===== config.mk =====
export PLATFORM = sky130hd
export DESIGN_NAME = sep_ram
export DESIGN_NICKNAME = d
export VERILOG_FILES = /design/src/rtl/core/sep_ram.sv
export SDC_FILE = /design/constraint.sdc
export NUM_CORES = 1
export LEC_CHECK = 0
export BUFFER_PORTS_ARGS = -buffer_cell sky130_fd_sc_hd__buf_2
export CAP_MARGIN = 25
export CORE_MARGIN = 1
export CORE_UTILIZATION = 65
export CTS_BUF_LIST = sky130_fd_sc_hd__clkbuf_8
export DETAILED_ROUTE_END_ITERATION = 8
export GPL_TIMING_DRIVEN = 1
export PLACE_DENSITY_LB_ADDON = 0.3
export SYNTH_ARGS = -nofsm -noshare
export SYNTH_HDL_FRONTEND = slang
export SYNTH_SLANG_ARGS = --single-unit

===== constraint.sdc =====
create_clock -name clk -period 7.2 [get_ports clk]
set_input_delay 1.44 -clock clk [delete_from_list [all_inputs] [get_ports clk]]
set_output_delay 1.44 -clock clk [all_outputs]
set_load 0.02 [all_outputs]

===== src/rtl/core/sep_ram.sv =====
`default_nettype none
module sep_ram #(
  parameter int WIDTH = 8,
  parameter int DEPTH = 128,
  parameter int AW    = (DEPTH > 1) ? $clog2(DEPTH) : 1
) (
  input  wire logic             clk,
  input  wire logic             we,
  input  wire logic [AW-1:0]    waddr,
  input  wire logic [WIDTH-1:0] wdata,
  input  wire logic             re,
  input  wire logic [AW-1:0]    raddr,
  output logic      [WIDTH-1:0] rdata
);

  logic [WIDTH-1:0] mem [DEPTH];

  always_ff @(posedge clk) begin
    if (we) begin
      mem[waddr] <= wdata;
    end
    if (re) begin
      rdata <= mem[raddr];
    end
  end

endmodule
`default_nettype wire


# Yosys cells after proc, flatten, opt, wreduce, memory -nomap -nowiden
# Memory sizes are Yosys's and may differ from the RTL's. A register that Yosys moved wholly into a read port is not among the register bits.
# Cells that the tools add are included.
totals:
  register_bits: 0
  latchBits: 0
  ramBits: 1024
  romBits: 0
  wordCells: 3
  mem_count: 1
memory_table:
  columns: ["name", "depth", "width", "read_ports", "rd_clocked_by_memory_dff", "wr", "line_no", "text"]
  rows:
  - ["mem", 128, 8, 1, 1, 1, "16", "logic [WIDTH-1:0] mem [DEPTH];"]
classes:
  addsub: 0
  mul: 0
  n_div: 0
  order_cmp: 0
  n_eq_ne: 0
  n_shift: 0
  muxes: 2
  n_bitwise: 0
  reduce_logical: 0
op_table:
  columns: ["operator", "n"]
  rows:
  - ["$mux W1", 2]

# Depth between registers and ports, before layout
# Gate-level depths: netlist of the first run.
logic_depth:
  ltp_word: 2
  ltp_mapped: 7

# Least setup slack after synthesis of the first run
# Ideal clock, no wire load.
synth_timing:
  path_kind: "input to register"
  startpoint: "in raddr[0]"
  endpoint: "reg rdata[0] (read register of mem) (data pin)"
  setup_time_ps: 260
  t_arrival_ps: 3824
  setup_slack_ps: 3117
  path_stages: 6
  path_buffers: 2
  cell_sequence: "clkbuf_1 -> buf_1 -> mux4_2 -> mux4_2 -> mux4_2 -> mux2_2"
synth_rtl:
  columns: ["item", "line_no", "text"]
  rows:
  - ["start, declared", "12", "input wire logic [AW-1:0] raddr,"]
  - ["end, declared", "13", "output logic [WIDTH-1:0] rdata"]

==> flow_metrics.tcl, run 1 <==
set metrics [dict create \
    status "finished, final reports clean" \
    initial_core_util_pct 65.85 \
    drv_slew 0 \
    antenna_left 0 \
    ir_drop_mv 0.2034 \
    cts_sinks 1032 \
    pin_count 33 \
    yosys.cell_types.count 16 \
    dpl.hpwl_mm 50.58 \
    ctsHoldBuffers 0 \
    p_leak_nw 13.58 \
    cts-buffers-inserted 157 \
    synth_area_mm2 0.03975 \
    grt_usage_pct 28.47 \
    fmaxAchievable_mhz 256.9 \
    tightest_slew_ns 1.141 \
    grt_pass1_vias 18670 \
    gp_congestion 0.8122 \
    min_path_type "input pin to flip-flop" \
    grt_max_degree 126 \
    ys_ff_latch 1032 \
    synth_fp_nets 1660 \
    die_y_um 249.3 \
    drc 0 \
    clock_skew_ns 0.02494 \
    reg2regPathDepth 4 \
    slowest_stage "mux4_2" \
    crit_top_cell "mux4_2" \
    die_x_um 249.3 \
    core_area_mm2 0.06036 \
    rows 90 \
    cap_violations 0 \
    port_buffers 32 \
    first_pass_iters 6 \
    crit_type "input pin to flip-flop" \
    cts_root_buf "clkbuf_8" \
    wire_per_inst_um 31.65 \
    cp.arrival_ns 4.43 \
    worstPathCellList "buf_8, buf_12, mux4_2, mux4_2, mux4_2, mux2_2" \
    cp_max_fo 61 \
    syn_avg_cell_area_um2 24.31 \
    clockBufferDepth 3 \
    cp_top_family "multiplexers" \
    ff_latch_area_mm2 0.03099 \
    pre_cts_ws_ns 2.465 \
    endpoint_kind "flip-flop" \
    grt_pass1_wl_mm 124.4 \
    setup_tns_ns 0 \
    post-cts-setup-buffers 0 \
    critPathBufInv 2 \
    wirelength_mm 84.96 \
    clock_latency_ns 0.80 \
    path_clk_slew_ns 0.06 \
    antenna_cells 0 \
    min_path_cells 1 \
    cts_tree "built" \
    final_cell_mix "edfxtp_1, mux4_2, clkbuf_8, nor2_1, inv_1" \
    dr_total_vias 18210 \
    n_fill_cell 3216 \
    cts_resized 0 \
    ys_seq_area_share_pct 77.97 \
    rsz0062_at_grt "false" \
    grt_overflow 0 \
    path_depth 6 \
    cp-start-kind "input pin" \
    min_period_over_period_pct 54.06 \
    setup_violations 0 \
    drive_above_1_share_pct 31.91 \
    p_per_area_mw_per_mm2 263.9 \
    final_nets 1802 \
    antenna_found_initial 1 \
    multi_input_area_mm2 0.008369 \
    die_area_mm2 0.06214 \
    area_delta_synth_final_pct 10.11 \
    max_slew_margin_pct 23.94 \
    finalHoldViolCount 0 \
    layout_commonest_cell "edfxtp_1" \
    cpPeakStageDelay_ns 0.63 \
    crit_required_ns 7.74 \
    post-route-min-period_ns 3.892 \
    vias_per_cell 6.784 \
    cts-htree-levels 4 \
    first_iter_violations 2384 \
    yosysWarnings 0 \
    worst_slack_ns 3.308 \
    synth_cells 1635 \
]
-- logic make-up (layout without fill, tap and decap cells) --
family,after synthesis,after routing,share of synthesized area [%]
muxes,344,344,19.27
buffers and inverters,89,356,1.011
and+or+nand+nor,170,170,1.753
DFF,1032,1032,77.97
-- worst paths after layout --
check / slack, ns / startpoint / end
worst max-delay path: 3.31 / raddr[0] / rdata[1]
worst min-delay path: 0.85 / wdata[5] / mem[123][5]
worst max register to register: 4.61 / mem[88][2] / rdata[2]
worst min register to register: 1.23 / mem[56][2] / rdata[2]
-- routing by layer --
| layer | track usage, % | up-vias | share of wire [%] |
|---|---|---|---|
| li1 | - | 7341 | - |
| met1 | 42.53 | 9582 | 39 |
| met2 | 42.60 | 1134 | 48 |
| met3 | 6.865 | 150 | 11 |
| met4 | 9.436 | 0 | 2.6 |
| met5 | 0 | - | 0 |
-- cell type report --
class                      count  share of cell area (%)
sequential                  1032                   70.81
multi-input combinational    514                   19.12
clock buffer                 160                   5.032
tap                          782                   2.236
timing repair buffer          72                   1.492
clock inverter               124                   1.304
-- worst reg2reg max path: stages (launching register included) --
cell      delay [ns]
edfxtp_1        0.37
mux4_2          0.55
mux4_2          0.54
mux4_2          0.57
mux2_2          0.30
-- power by group --
part	switching, W	leakage [nW]	internal, W
Clock	0.00219	1.60	0.00211
Combinational	0.000351	2.70	0.000244
Sequential	0.0000109	9.28	0.00664
Total	0.00255	13.6	0.00900
-- cell usage after synthesis --
cell / n / area [um2]
or3_1: 1 / 6.260
nor3_1: 9 / 45.04
nand3_1: 12 / 60.06
mux4_2: 336 / 7567
nand2_1: 14 / 52.55
buf_1: 18 / 67.56
clkbuf_1: 44 / 165.2
nor2_1: 122 / 457.9
buf_2: 15 / 75.07
edfxtp_1: 1032 / 30990
buf_6: 1 / 11.26
nand4_1: 3 / 18.77
nand2b_1: 2 / 12.51
mux2_2: 8 / 90.09
buf_4: 11 / 82.58
nor2b_1: 7 / 43.79
-- metrics by stage --
| step | cells | cell area (um2) | util, % | hold WS (ns) | total power (W) |
|---|---|---|---|---|---|
| 2_1_floorplan | 1635 | 39750 | - | 1.149 | 0.007116 |
| 3_5_place_dp | 2393 | 40910 | 67.77 | 1.199 | 0.007373 |
| 6_report | 2684 | 43760 | 72.51 | 0.8528 | 0.01155 |
| 4_1_cts | 2677 | 43680 | 72.37 | 0.7844 | 0.01160 |
| 3_3_place_gp | 2387 | 40830 | 67.65 | 1.188 | 0.007356 |
| 5_1_grt | 2684 | 43760 | 72.51 | 0.8256 | 0.01186 |
-- state kept, by name (all words and copies together), names as in the netlist --
signal and flops:
rdata 8, mem 1024
Note: power is estimated with default switching activity, not from simulation.
==> run 2, diff against run 1 <==
Clock period 7.2 ns to 3.7 ns, I/O delays scaled along.
==> flow_metrics.tcl, run 2 (synthesis gave the netlist of run 1 again) <==
set metrics [dict create \
    n_fill_cell 3106 \
    die_area_mm2 0.06214 \
    cts_root_buf "clkbuf_8" \
    cp_max_fo 17 \
    regMostFlops "mem" \
    reg2reg_to "rdata[4]" \
    grt_pass1_wl_mm 130.6 \
    reg2reg_slack_ns 1.13 \
    regToRegStartpoint "mem[23][4]" \
    clockBufferDepth 3 \
    drv_slew 0 \
    area_delta_synth_final_pct 12.69 \
    core_area_mm2 0.06036 \
    wirelength_mm 88.86 \
    path_clk_slew_ns 0.06 \
    startpoint "raddr[0]" \
    crit_required_ns 4.24 \
    wire_per_inst_um 31.80 \
    post-cts-setup-buffers 0 \
    cp.arrival_ns 3.39 \
    antenna_left 0 \
    cts_resized 0 \
    min_period_over_period_pct 76.89 \
    clock_skew_ns 0.03981 \
    p_per_area_mw_per_mm2 501.6 \
    crit_type "input pin to flip-flop" \
    first_pass_iters 5 \
    vias_per_cell 6.777 \
    cts_sinks 1032 \
    final_nets 1926 \
    reg2regPathDepth 4 \
    largest_register_ffs 1024 \
    tightest_slew_ns 1.021 \
    largest_registers "mem (1024), rdata (8)" \
    dr_total_vias 18940 \
    die_y_um 249.3 \
    max_slew_margin_pct 31.97 \
    pre_cts_ws_ns 0.05444 \
    rsz0062_at_grt "false" \
    grt_usage_pct 29.96 \
    pin_count 33 \
    grt_overflow 0 \
    fmaxAchievable_mhz 351.5 \
    cp-start-kind "input pin" \
    grt_pass1_vias 19410 \
    stdcell_area_mm2 0.04479 \
    setup_violations 0 \
    clock_latency_ns 0.81 \
    dpl.hpwl_mm 55.46 \
    cts_tree "built" \
    final_cell_mix "edfxtp_1, mux4_2, clkbuf_8, buf_4, nor2_1" \
    first_iter_violations 2681 \
    post-route-min-period_ns 2.845 \
    layout_commonest_cell "edfxtp_1" \
    port_buffers 32 \
    cts-htree-levels 4 \
    rows 90 \
    crit_end "rdata[5]" \
    drc 0 \
    gp_congestion 0.8577 \
    endpoint_kind "flip-flop" \
    initial_core_util_pct 65.85 \
    cap_violations 0 \
    grt_max_degree 106 \
    antenna_found_initial 6 \
    ir_drop_mv 0.4435 \
    drive_above_1_share_pct 35.92 \
    min_path_type "input pin to flip-flop" \
    power_w 0.02247 \
    status "finished, final reports clean" \
    placedInstanceArea_mm2 0.04203 \
    die_x_um 249.3 \
    ctsHoldBuffers 0 \
    setup_tns_ns 0 \
    cts-buffers-inserted 156 \
    finalHoldViolCount 0 \
    p_leak_nw 14.27 \
    worst_slack_ns 0.8552 \
]
## run 2: how the worst min path moves through the flow
stage | startpoint | cells after the start | slack (ns) | to
after floorplan | wdata[0] | 0 | 0.84 | mem[0][0]
after global placement | re | 1 | 1.18 | rdata[0]
after detailed placement | re | 1 | 1.17 | rdata[0]
after CTS | re | 1 | 0.30 | rdata[1]
after global routing | wdata[4] | 1 | 0.28 | mem[125][4]
final | wdata[4] | 1 | 0.32 | mem[125][4]
## run 2: through the flow
stage                     cells  hold WS (ns)  util (%)
after floorplan            1635        0.8389         -
after global placement     2524         1.178     69.64
after detailed placement   2524         1.173     69.64
after CTS                  2791        0.3018     74.15
final                      2794        0.3188     74.20
after global routing       2794        0.2811     74.20
## run 2: final cells by class
type | instances | area, um2 | share of cell area (%)
diodes | 2 | 5.005 | 0.01117
repair buffers | 197 | 1737 | 3.878
well taps | 782 | 978.4 | 2.185
clock buffers | 159 | 2188 | 4.886
flip-flops and latches | 1032 | 30990 | 69.19
multi-input cells | 514 | 8354 | 18.65
clock inverters | 108 | 535.5 | 1.196
## run 2: report_power, final
group / total, W / switching [W] / internal (W) / leakage [nW]
Clock: 0.00827 / 0.00415 / 0.00412 / 1.58
Sequential: 0.0129 / 0.0000215 / 0.0129 / 9.28
Combinational: 0.00125 / 0.000719 / 0.000527 / 3.40
## run 2: critical path: stages
cell and delay, ns:
buf_8 0.21, buf_12 0.23, buf_4 0.24, mux4_2 0.57, mux4_2 0.54, mux4_2 0.53
mux2_2 0.29
## run 2: per-layer routing
layer / track usage [%] / wire length (um)
met1: 43.55 / 33010
met2: 46.17 / 43370
met3: 7.921 / 10490
met4: 8.430 / 1942
met5: 0 / 36
